==> src/sv/rps_pkg.sv <==
// Shared constants, codes and types for the record page slot table.
// No dependencies.
package rps_pkg;

    localparam int SLOTS       = 64;
    localparam int RECORD_BITS = 64;
    localparam int ADDR_W      = (SLOTS > 1) ? $clog2(SLOTS) : 1;
    localparam int CNT_W       = 7;
    localparam int KEY_W       = 32;
    localparam int WORD_W      = 64;

    typedef logic [1:0]        t_cmd;
    typedef logic [1:0]        t_status;
    typedef logic [CNT_W-1:0]  t_count;
    typedef logic [WORD_W-1:0] t_word;

    localparam t_cmd CMD_APPEND = 2'd0;
    localparam t_cmd CMD_REMOVE = 2'd1;
    localparam t_cmd CMD_DUMP   = 2'd2;

    localparam t_status ST_DONE      = 2'd0;
    localparam t_status ST_FULL      = 2'd1;
    localparam t_status ST_NOT_FOUND = 2'd2;

    localparam t_count SLOTS_CNT = CNT_W'(SLOTS);

    typedef struct packed {
        t_status status;
        t_word   record_out;
        logic    record_valid;
        t_count  record_count;
        t_count  free_slots;
        logic    last;
    } t_result;

endpackage

==> src/sv/rps_if.sv <==
// Handshake channels of the record page slot table: command items in, result items out.
// Depends on rps_pkg.
interface rps_in_if;
    logic                valid;
    logic                ready;
    rps_pkg::t_cmd       cmd;
    rps_pkg::t_word      record_word;
    logic signed [31:0]  record_key;

    modport source (output valid, output cmd, output record_word, output record_key,
                    input ready);
    modport sink   (input valid, input cmd, input record_word, input record_key,
                    output ready);
endinterface

interface rps_out_if;
    logic                valid;
    logic                ready;
    rps_pkg::t_status    status;
    rps_pkg::t_word      record_out;
    logic                record_valid;
    rps_pkg::t_count     record_count;
    rps_pkg::t_count     free_slots;
    logic                last;

    modport source (output valid, output status, output record_out, output record_valid,
                    output record_count, output free_slots, output last, input ready);
    modport sink   (input valid, input status, input record_out, input record_valid,
                    input record_count, input free_slots, input last, output ready);
endinterface

==> src/sv/rps_ram.sv <==
// Generic single-write, single-read RAM with registered read data.
// No dependencies.
module rps_ram #(
    parameter int WIDTH = 64,
    parameter int DEPTH = 64
) (
    input  logic                     i_clk,
    input  logic                     i_we,
    input  logic [$clog2(DEPTH)-1:0] i_waddr,
    input  logic [WIDTH-1:0]         i_wdata,
    input  logic [$clog2(DEPTH)-1:0] i_raddr,
    output logic [WIDTH-1:0]         o_rdata
);
    logic [WIDTH-1:0] r_mem [DEPTH];

    always_ff @(posedge i_clk) begin
        if (i_we) begin
            r_mem[i_waddr] <= i_wdata;
        end
        o_rdata <= r_mem[i_raddr];
    end
endmodule

==> src/sv/rps_engine.sv <==
// Command sequencer: append, scan-and-shift remove, and dump over the slot RAM.
// Depends on rps_pkg and rps_ram.
module rps_engine (
    input  logic             i_clk,
    input  logic             i_rst_n,
    input  logic             i_in_valid,
    output logic             o_in_ready,
    input  rps_pkg::t_cmd    i_cmd,
    input  rps_pkg::t_word   i_record_word,
    input  logic [31:0]      i_record_key,
    output logic             o_res_valid,
    input  logic             i_res_ready,
    output rps_pkg::t_result o_res
);
    import rps_pkg::*;

    localparam logic [2:0] S_IDLE     = 3'd0;
    localparam logic [2:0] S_SCAN_RD  = 3'd1;
    localparam logic [2:0] S_SCAN_CMP = 3'd2;
    localparam logic [2:0] S_SH_RD    = 3'd3;
    localparam logic [2:0] S_SH_WR    = 3'd4;
    localparam logic [2:0] S_D_RD     = 3'd5;
    localparam logic [2:0] S_D_CAP    = 3'd6;
    localparam logic [2:0] S_RESP     = 3'd7;

    logic [2:0]             r_state, n_state;
    t_count                 r_count, n_count;
    t_count                 r_idx,   n_idx;
    logic [KEY_W-1:0]       r_key,   n_key;
    logic                   r_dump,  n_dump;
    t_status                r_status, n_status;
    t_word                  r_rec,   n_rec;
    logic                   r_rvld,  n_rvld;
    logic                   r_last,  n_last;

    logic                   we;
    logic [ADDR_W-1:0]      waddr, raddr;
    logic [RECORD_BITS-1:0] wdata, rdata;
    t_count                 idx_inc;

    assign idx_inc = r_idx + 7'd1;

    rps_ram #(.WIDTH(RECORD_BITS), .DEPTH(SLOTS)) u_ram (
        .i_clk   (i_clk),
        .i_we    (we),
        .i_waddr (waddr),
        .i_wdata (wdata),
        .i_raddr (raddr),
        .o_rdata (rdata)
    );

    // shift reads one slot ahead of the write position
    assign raddr = (r_state == S_SH_RD) ? idx_inc[ADDR_W-1:0] : r_idx[ADDR_W-1:0];

    always_comb begin
        n_state  = r_state;
        n_count  = r_count;
        n_idx    = r_idx;
        n_key    = r_key;
        n_dump   = r_dump;
        n_status = r_status;
        n_rec    = r_rec;
        n_rvld   = r_rvld;
        n_last   = r_last;
        we       = 1'b0;
        waddr    = r_idx[ADDR_W-1:0];
        wdata    = rdata;

        case (r_state)
            S_IDLE: begin
                if (i_in_valid) begin
                    n_status = ST_DONE;
                    n_rec    = '0;
                    n_rvld   = 1'b0;
                    n_last   = 1'b1;
                    n_dump   = 1'b0;
                    n_idx    = '0;
                    n_key    = i_record_key;
                    n_state  = S_RESP;
                    case (i_cmd)
                        CMD_APPEND: begin
                            if (r_count >= SLOTS_CNT) begin
                                n_status = ST_FULL;
                            end else begin
                                we      = 1'b1;
                                waddr   = r_count[ADDR_W-1:0];
                                wdata   = i_record_word[RECORD_BITS-1:0];
                                n_count = r_count + 7'd1;
                            end
                        end
                        CMD_REMOVE: begin
                            if (r_count == '0) begin
                                n_status = ST_NOT_FOUND;
                            end else begin
                                n_state = S_SCAN_RD;
                            end
                        end
                        CMD_DUMP: begin
                            if (r_count != '0) begin
                                n_dump  = 1'b1;
                                n_state = S_D_RD;
                            end
                        end
                        default: ;
                    endcase
                end
            end
            S_SCAN_RD: begin
                n_state = S_SCAN_CMP;
            end
            S_SCAN_CMP: begin
                if (rdata[KEY_W-1:0] == r_key) begin
                    n_state = S_SH_RD;
                end else if (idx_inc >= r_count) begin
                    n_status = ST_NOT_FOUND;
                    n_state  = S_RESP;
                end else begin
                    n_idx   = idx_inc;
                    n_state = S_SCAN_RD;
                end
            end
            S_SH_RD: begin
                if (idx_inc >= r_count) begin
                    n_count = r_count - 7'd1;
                    n_state = S_RESP;
                end else begin
                    n_state = S_SH_WR;
                end
            end
            S_SH_WR: begin
                we      = 1'b1;
                n_idx   = idx_inc;
                n_state = S_SH_RD;
            end
            S_D_RD: begin
                n_state = S_D_CAP;
            end
            S_D_CAP: begin
                n_rec   = WORD_W'(rdata);
                n_rvld  = 1'b1;
                n_last  = (idx_inc == r_count);
                n_state = S_RESP;
            end
            S_RESP: begin
                if (i_res_ready) begin
                    if (r_dump && !r_last) begin
                        n_idx   = idx_inc;
                        n_state = S_D_RD;
                    end else begin
                        n_state = S_IDLE;
                    end
                end
            end
            default: n_state = S_IDLE;
        endcase
    end

    always_ff @(posedge i_clk) begin
        if (!i_rst_n) begin
            r_state <= S_IDLE;
            r_count <= '0;
            r_idx   <= '0;
            r_dump  <= 1'b0;
        end else begin
            r_state <= n_state;
            r_count <= n_count;
            r_idx   <= n_idx;
            r_dump  <= n_dump;
        end
        r_key    <= n_key;
        r_status <= n_status;
        r_rec    <= n_rec;
        r_rvld   <= n_rvld;
        r_last   <= n_last;
    end

    assign o_in_ready          = (r_state == S_IDLE);
    assign o_res_valid         = (r_state == S_RESP);
    assign o_res.status        = r_status;
    assign o_res.record_out    = r_rec;
    assign o_res.record_valid  = r_rvld;
    assign o_res.record_count  = r_count;
    assign o_res.free_slots    = SLOTS_CNT - r_count;
    assign o_res.last          = r_last;
endmodule

==> src/sv/record_page_slot_table.sv <==
// Top level of the record page slot table: sequencer plus output register.
// Depends on rps_pkg, rps_if (rps_in_if, rps_out_if) and rps_engine.
//
// A page of SLOTS fixed-size records kept packed from slot 0 upward.
// i_item carries one command item: cmd (append / remove by key / dump),
// record_word (record to append, low 32 bits are its key) and record_key.
// o_result carries result items; every item reports status, the record
// count and free slots after the command, and last marks the final result
// belonging to a command. Append, remove and unused commands give one
// result; dump gives one result per held record (record_valid set), or a
// single marker result on an empty page.
// One command is worked on at a time; i_item.ready is high only while the
// sequencer is idle. Remove scans slots from 0 for the key, then shifts
// each later record down one slot; scan and shift together visit each
// held slot once. Dump reads, captures and offers one record at a time.
// Each slot visit has an address state and a data state, as the slot RAM
// read data is registered.
// The output register holds a finished result while the receiver stalls;
// the sequencer keeps its next result pending and waits until taken.
// Reset (i_rst_n low, synchronous) empties the page at once: no clearing
// pass, slots above the count are never used.
module record_page_slot_table (
    input  logic      i_clk,
    input  logic      i_rst_n,
    rps_in_if.sink    i_item,
    rps_out_if.source o_result
);
    import rps_pkg::*;

    logic    res_valid;
    logic    res_ready;
    t_result res;

    // output register
    logic    r_ovalid;
    t_result r_out;

    rps_engine u_engine (
        .i_clk         (i_clk),
        .i_rst_n       (i_rst_n),
        .i_in_valid    (i_item.valid),
        .o_in_ready    (i_item.ready),
        .i_cmd         (i_item.cmd),
        .i_record_word (i_item.record_word),
        .i_record_key  (i_item.record_key),
        .o_res_valid   (res_valid),
        .i_res_ready   (res_ready),
        .o_res         (res)
    );

    // register accepts a new result when empty or being drained this cycle
    assign res_ready = !r_ovalid || o_result.ready;

    always_ff @(posedge i_clk) begin
        if (!i_rst_n) begin
            r_ovalid <= 1'b0;
        end else if (res_ready) begin
            r_ovalid <= res_valid;
        end
        if (res_ready && res_valid) begin
            r_out <= res;
        end
    end

    assign o_result.valid        = r_ovalid;
    assign o_result.status       = r_out.status;
    assign o_result.record_out   = r_out.record_out;
    assign o_result.record_valid = r_out.record_valid;
    assign o_result.record_count = r_out.record_count;
    assign o_result.free_slots   = r_out.free_slots;
    assign o_result.last         = r_out.last;

    // count and free slots always add up to the page size
    a_count_sum: assert property (@(posedge i_clk) disable iff (!i_rst_n)
        o_result.valid |-> (7'(o_result.record_count + o_result.free_slots) == SLOTS_CNT))
        else $error("record_count + free_slots differs from page size");

    // a dumped record only appears on a non-empty page with done status
    a_dump_rec: assert property (@(posedge i_clk) disable iff (!i_rst_n)
        (o_result.valid && o_result.record_valid) |->
            (o_result.status == ST_DONE && o_result.record_count != '0))
        else $error("dumped record with bad status or empty page");

    // a command is worked on alone: no second accept right after one
    a_one_at_a_time: assert property (@(posedge i_clk) disable iff (!i_rst_n)
        (i_item.valid && i_item.ready) |=> !i_item.ready)
        else $error("input accepted while previous command in progress");

    // error results never carry a record and are always last
    a_status_norec: assert property (@(posedge i_clk) disable iff (!i_rst_n)
        (o_result.valid && o_result.status != ST_DONE) |->
            (!o_result.record_valid && o_result.last))
        else $error("error result carries a record or is not last");
endmodule

==> src/flat_wrapper.sv <==
// flat-port wrapper written by rule: the top's interface ports become plain ports
module record_page_slot_table_flat import rps_pkg::*;
  (i_clk, i_rst_n, i_item_valid, i_item_cmd, i_item_record_word, i_item_record_key, i_item_ready, o_result_valid, o_result_status, o_result_record_out, o_result_record_valid, o_result_record_count, o_result_free_slots, o_result_last, o_result_ready);
  rps_in_if i_item_i ();
  rps_out_if o_result_i ();
  input  logic i_clk;
  input  logic i_rst_n;
  input wire logic [$bits(i_item_i.valid)-1:0] i_item_valid;
  input wire logic [$bits(i_item_i.cmd)-1:0] i_item_cmd;
  input wire logic [$bits(i_item_i.record_word)-1:0] i_item_record_word;
  input wire logic [$bits(i_item_i.record_key)-1:0] i_item_record_key;
  output wire logic [$bits(i_item_i.ready)-1:0] i_item_ready;
  output wire logic [$bits(o_result_i.valid)-1:0] o_result_valid;
  output wire logic [$bits(o_result_i.status)-1:0] o_result_status;
  output wire logic [$bits(o_result_i.record_out)-1:0] o_result_record_out;
  output wire logic [$bits(o_result_i.record_valid)-1:0] o_result_record_valid;
  output wire logic [$bits(o_result_i.record_count)-1:0] o_result_record_count;
  output wire logic [$bits(o_result_i.free_slots)-1:0] o_result_free_slots;
  output wire logic [$bits(o_result_i.last)-1:0] o_result_last;
  input wire logic [$bits(o_result_i.ready)-1:0] o_result_ready;
  assign i_item_i.valid = i_item_valid;
  assign i_item_i.cmd = i_item_cmd;
  assign i_item_i.record_word = i_item_record_word;
  assign i_item_i.record_key = i_item_record_key;
  assign i_item_ready = i_item_i.ready;
  assign o_result_valid = o_result_i.valid;
  assign o_result_status = o_result_i.status;
  assign o_result_record_out = o_result_i.record_out;
  assign o_result_record_valid = o_result_i.record_valid;
  assign o_result_record_count = o_result_i.record_count;
  assign o_result_free_slots = o_result_i.free_slots;
  assign o_result_last = o_result_i.last;
  assign o_result_i.ready = o_result_ready;
  record_page_slot_table u_core (.i_clk(i_clk), .i_rst_n(i_rst_n), .i_item(i_item_i), .o_result(o_result_i));
endmodule
==> config.mk <==
export PLATFORM = sky130hd
export DESIGN_NAME = record_page_slot_table_flat
export DESIGN_NICKNAME = d
export VERILOG_FILES = /design/src/sv/rps_pkg.sv /design/src/sv/rps_if.sv /design/src/sv/rps_ram.sv /design/src/sv/rps_engine.sv /design/src/sv/record_page_slot_table.sv /design/src/flat_wrapper.sv
export SDC_FILE = /design/constraint.sdc
export NUM_CORES = 2
export LEC_CHECK = 0
export BUFFER_PORTS_ARGS = -buffer_cell sky130_fd_sc_hd__clkbuf_2
export CAP_MARGIN = 20
export CORE_MARGIN = 2
export CORE_UTILIZATION = 30
export DETAILED_ROUTE_END_ITERATION = 8
export GPL_TIMING_DRIVEN = 0
export PLACE_DENSITY = 0.45
export SLEW_MARGIN = 20
export SYNTH_ARGS = -nofsm -noshare
export SYNTH_HDL_FRONTEND = slang
export SYNTH_HIERARCHICAL = 1
export SYNTH_SLANG_ARGS = --single-unit
export TNS_END_PERCENT = 100
==> constraint.sdc <==
create_clock -name i_clk -period 21.1 [get_ports i_clk]
set_clock_uncertainty 0.1 [all_clocks]
set_input_delay 2.11 -clock i_clk [delete_from_list [all_inputs] [get_ports i_clk]]
set_output_delay 2.11 -clock i_clk [all_outputs]
set_load 0.02 [all_outputs]
After elaboration in Yosys (flattened, before gate mapping):

Memories as Yosys holds them, arrays and structs flattened. A register that Yosys moved wholly into a read port is not among the register bits.
Index checks and enable logic that the tools add are counted.
W data, S select, Z words.

* mux-type cells: 51
* reductions and logical operators: 19
* add/sub/neg operators: 4
* order comparisons: 2
* equality and inequality tests: 20

Operators with widths (count)
* $mux W64: 5
* $pmux W64 S2: 1
* $mux W7: 9
* $eq A32 B32 Y1: 1
* $mux W6: 5
* $pmux W7 S4: 1
* $pmux W3 S8: 1
* $mux W3: 6
* $add A7 B1 Y7 const B: 2
* $ne A2 B2 Y1 const B: 7
* $pmux W7 S2: 1
* $eq A3 B3 Y1 const B: 4
* $mux W2: 6
* $mux W1: 10
* $pmux W2 S2: 2
* $eq A7 B7 Y1: 1
* $ge A7 B7 Y1: 1
* $ge A7 B7 Y1 const B: 1
* $logic_not A7 Y1: 1
* $reduce_bool A7 Y1: 1
* $sub A7 B1 Y7 const B: 1
* $sub A7 B7 Y7 const A: 1
* $eq A3 B2 Y1 const B: 2
* $pmux W1 S2: 3
* 16 further kinds: 23

* bits in registers: 201
* logic and storage cells: 113
* memories: 1
* bits in writable memories: 4096
* output and inout bits: 84

Memories
* u_core.u_engine.u_ram.r_mem: words 64, bits a word 64, rd ports 1, clocked after Yosys merged registers in 1, wr ports 1, RTL line rps_ram.sv:14 `logic [WIDTH-1:0] r_mem [DEPTH];`

Depth between registers and ports, before layout:

* depth in word-level cells: 7
* gate-level depth with buffers: 15

By module:

The synthesis kept the hierarchy.

Modules (own cells, without submodules)
* rps_ram: instances 1, cells each 6598, area each 156348.7 um2
* rps_engine: instances 1, cells each 522, area each 6351.1 um2
* record_page_slot_table: instances 1, cells each 87, area each 2519.9 um2

Worst setup path before layout:

No wires, ideal clock.

* path kind: input to register
* start: input i_item_valid
* end: memory u_core.u_engine.u_ram.r_mem[48][0] (enable)
* slack: 11.681 ns
* stages on the path: 10
* data required time: 20.436 ns
* arrival time: 8.754 ns
* library setup time: 0.564 ns
* cell sequence: nand2_1 inv_1 and3_1 buf_2 buf_4 mux2_2 clkbuf_1 nor2b_1 nand4b_1 nor3_1

* elaborated cells between the ends (all ways): 6
* those cells by class: mux: 6

RTL lines
* start, declared: RTL line flat_wrapper.sv:8 `input wire logic [$bits(i_item_i.valid)-1:0] i_item_valid;`
* $mux W6: RTL line rps_engine.sv:71 `if (i_in_valid) begin`
* $mux W6: RTL line rps_engine.sv:69 `case (r_state)`
* via u_core.u_engine.waddr[3]: RTL line rps_engine.sv:37 `logic [ADDR_W-1:0] waddr, raddr;`
* end, declared: RTL line rps_ram.sv:14

The timed path passes the listed nets, and every way through them passes these cells.

Worst setup path after layout:

* start: input i_item_valid
* end: memory u_core.u_engine.u_ram.r_mem[48][35] (enable)

Same word-level chain as after synthesis.

==> results.json <==
{
  "endpoint_kind": "flip-flop",
  "internal_power_uw": 17500,
  "path_clk_slew_ps": 60,
  "seq_area_mm2": 0.130,
  "grt_pass1_vias": 84100,
  "port_buffers": 185,
  "fp.dieW_um": 746,
  "fillers": 50300,
  "finalSetupViolations": 0,
  "cp_cell_sequence": "clkbuf_2, nand2_1, inv_4, buf_16, and3_1, buf_2, buf_4, mux2_2, clkbuf_1, nor2b_1, nand4b_1, nor3_2, buf_6, buf_4, buf_4, buf_4, buf_4, buf_4, buf_6",
  "grt_pass1_wl_um": 730000,
  "p_leak_uw": 0.0599,
  "post_cts_buffers": 0,
  "synthMostInstantiatedCell": "edfxtp_1",
  "maxSlewHeadroom_pct": 16.5,
  "critPathMaxStageDelay_ps": 780,
  "synth_compound_area_share_pct": 2.56,
  "area_delta_synth_final_pct": 19.5,
  "cts_tree": "yes",
  "ys_seq_area_share_pct": 78.8,
  "vdd_drop_max_mv": 0.0882,
  "grt_antenna_before_repair": 73,
  "synthTopCellsByCount": "edfxtp_1, mux4_2, buf_2, a22oi_1, clkbuf_1",
  "slew_violations": 0,
  "min-delay-start": "u_core/u_engine/r_rec[3]",
  "r2r_cells": 22,
  "power_density_mw_per_mm2": 126,
  "layout-drive-gt1-share_pct": 30.4,
  "ys_ff_latch": 4361,
  "synthFlopType": "edfxtp_1",
  "dieArea_mm2": 0.557,
  "synthesis.area_mm2": 0.165,
  "hold_class": "flip-flop to flip-flop",
  "cp_top_family": "buffers and inverters",
  "io-pin-count": 186,
  "p_seq_share_pct": 45.0,
  "postRouteAntennaNets": 0,
  "gp_congestion": 0.801,
  "vias": 82100,
  "wl_per_cell_um": 34.2,
  "overflow": 0,
  "finalPower_uw": 24900,
  "synth_warnings": 6,
  "wirelength_um": 542000,
  "async_flop_share_pct": 0,
  "ff2ff_setup_slack_ps": 14210,
  "clockPowerShare_pct": 31.2,
  "timing.rr.start": "u_core/u_engine/r_state[1]",
  "place_hpwl_um": 379000,
  "muxShareOfSynthArea_pct": 15.3,
  "power.switching_uw": 7440,
  "dr.first_iter.drc_count": 9793,
  "die_y_um": 746,
  "syn_area_per_cell_um2": 22.9,
  "synth_area_leaders": "edfxtp_1, mux4_2, dfxtp_1, mux2i_1, a22oi_1",
  "drv_cap": 0,
  "cp_max_fo": 28,
  "worstSetupStartpointType": "input pin",
  "cts_root_buffer": "clkbuf_16",
  "tightest_slew_ps": 1250,
  "worstReg2RegEnd": "u_core/u_engine/u_ram/r_mem[48][35]",
  "pwr-share-comb_pct": 23.8,
  "groute.usage.overall_pct": 19.0,
  "required_ps": 21700,
  "drc": 0,
  "drt_first_pass_iters": 6,
  "cts_resized": 0,
  "crit_arrival_ps": 7600,
  "fp.coreArea_mm2": 0.549,
  "cts_buffer_depth": 4,
  "syn_nets": 7327,
  "layout.nets": 8299,
  "yosysTopAreaCellShare_pct": 77.8,
  "min_path_cells": 0,
  "cts.sinks": 4361,
  "synth_top_family_by_area": "multiplexers",
  "synth_xor_area_share_pct": 0.260,
  "rsz0062_at_grt": "no",
  "synthDistinctLibCells": 64,
  "crit_path_frequent_cell": "buf_4",
  "synth_edf_count": 4278,
  "critical_path_buf_inv_count": 13,
  "route.detailed.vias_per_inst": 5.18,
  "synth_top_area_cell": "edfxtp_1",
  "timing.fmax_mhz": 143,
  "finalHoldViolCount": 0,
  "synthSimpleGateAreaFrac_pct": 1.74,
  "hold_buffers": 0,
  "critPathSlowestCell": "nor3_2",
  "fin_crit_sh_pct": 33.2,
  "synth_cells": 7207,
  "outcome": "finished, final reports clean",
  "synthAdderAreaFrac_pct": 0.141,
  "rows": 272,
  "setup-tns-final_ps": 0,
  "multi_input_area_mm2": 0.0339,
  "clock_latency_ps": 1040,
  "start_util_pct": 30.1,
  "switching_share_pct": 29.9,
  "finalCriticalPeriod_ps": 7000,
  "grt_max_degree": 65,
  "path_class": "input pin to flip-flop",
  "htree_num_levels": 5,
  "min_to": "u_core/o_result.record_out[3]",
  "cts_buffers": 454
}
power groups by stage:
stage	combinational (uW)	sequential (uW)	clock (uW)
floorplan	3510	11300	0
global route	6310	11200	8250
global placement	5700	11500	0
CTS	6040	11200	7940
finish	5930	11200	7770
detailed placement	6030	11400	0
area by class of cell:
cell class,instances,share of cell area (%)
Multi-Input combinational cell,2408,17.2
Tap cell,7261,4.60
Buffer,401,0.995
Antenna cell,19,0.0241
Clock inverter,240,1.04
Timing Repair Buffer,516,4.01
Inverter,37,0.0716
Sequential cell,4361,65.9
Clock buffer,600,6.15
stage by stage:
stage / setup WS [ps] / util, % / cell area [um^2] / instances / hold slack (ps)
2_1_floorplan: 11680 / - / 165000 / 7207 / 300
3_3_place_gp: 1070 / 31.9 / 175000 / 14700 / 302
3_5_place_dp: 13040 / 33.4 / 183000 / 15000 / 305
4_1_cts: 14100 / 36.0 / 197000 / 15800 / 319
5_1_grt: 13860 / 36.0 / 197000 / 15800 / 324
6_report: 14100 / 36.0 / 197000 / 15800 / 316
worst max-delay path by stage:
stage,startpoint,to,cells past startpoint
floorplan,i_item_valid,u_core/u_engine/u_ram/r_mem[48][0],10
global placement,i_item_valid,u_core/u_engine/u_ram/r_mem[48][35],11
detailed placement,i_item_valid,u_core/u_engine/u_ram/r_mem[48][35],19
CTS,i_item_valid,u_core/u_engine/u_ram/r_mem[48][35],19
global route,u_core/u_engine/r_state[1],u_core/u_engine/u_ram/r_mem[48][35],22
finish,i_item_valid,u_core/u_engine/u_ram/r_mem[48][35],19
state kept, by name, summed over array words and instances, names as in the netlist, 3 cells and up:
| signal | count |
|---|---|
| u_core/o_result.free_slots | 7 |
| u_core/u_engine/r_count | 7 |
| u_core/u_engine/r_key | 32 |
| u_core/u_engine/r_idx | 7 |
| u_core/u_engine/r_state | 3 |
| u_core/u_engine/u_ram/o_rdata | 64 |
| u_core/u_engine/u_ram/r_mem | 4096 |
| u_core/o_result.record_out | 64 |
| u_core/o_result.record_count | 7 |
| u_core/u_engine/r_rec | 64 |
per-layer routing:
layer | part of all wire (%) | up-vias | track usage (%) | routed length (um)
met5 | 0.0061 | - | 0 | 33
met4 | 3.6 | 6 | 6.19 | 19400
met1 | 41 | 45400 | 25.5 | 222000
met3 | 6.8 | 713 | 2.99 | 37100
li1 | - | 32800 | - | -
met2 | 49 | 3235 | 31.6 | 264000
cell families (layout without fill, tap and decap cells):
group	after synthesis	count (layout)
xor gates and xnor gates	49	49
muxes	1234	1234
buffers and inverters	438	1794
other	0	19
DFF	4361	4361
adders and majority gates	18	18
AOI/OAI and AO/OA	551	551
and+or+nand+nor	556	556
placed cells by master, fill, tap and decap left out, types with 97 or more instances in the layout:
cell type	count
edfxtp_1	4278
mux4_2	1024
clkbuf_16	457
clkbuf_1	266
clkbuf_2	199
buf_12	189
buf_2	176
a22oi_1	168
mux2i_1	139
buf_16	103
clkinv_1	97
worst reg2reg max path: stages (launching register included):
cell and delay (ps):
dfxtp_1 300, buf_2 170, nor2_1 290, nand2_1 160, inv_1 170, nand2_1 200
inv_4 280, buf_16 220, and3_1 260, buf_2 320, buf_4 480, mux2_2 480
clkbuf_1 230, nor2b_1 250, nand4b_1 380, nor3_2 780, buf_6 260, buf_4 190
buf_4 190, buf_4 220, buf_4 230, buf_4 230, buf_6 170
Power figures use the tool's default switching activity.
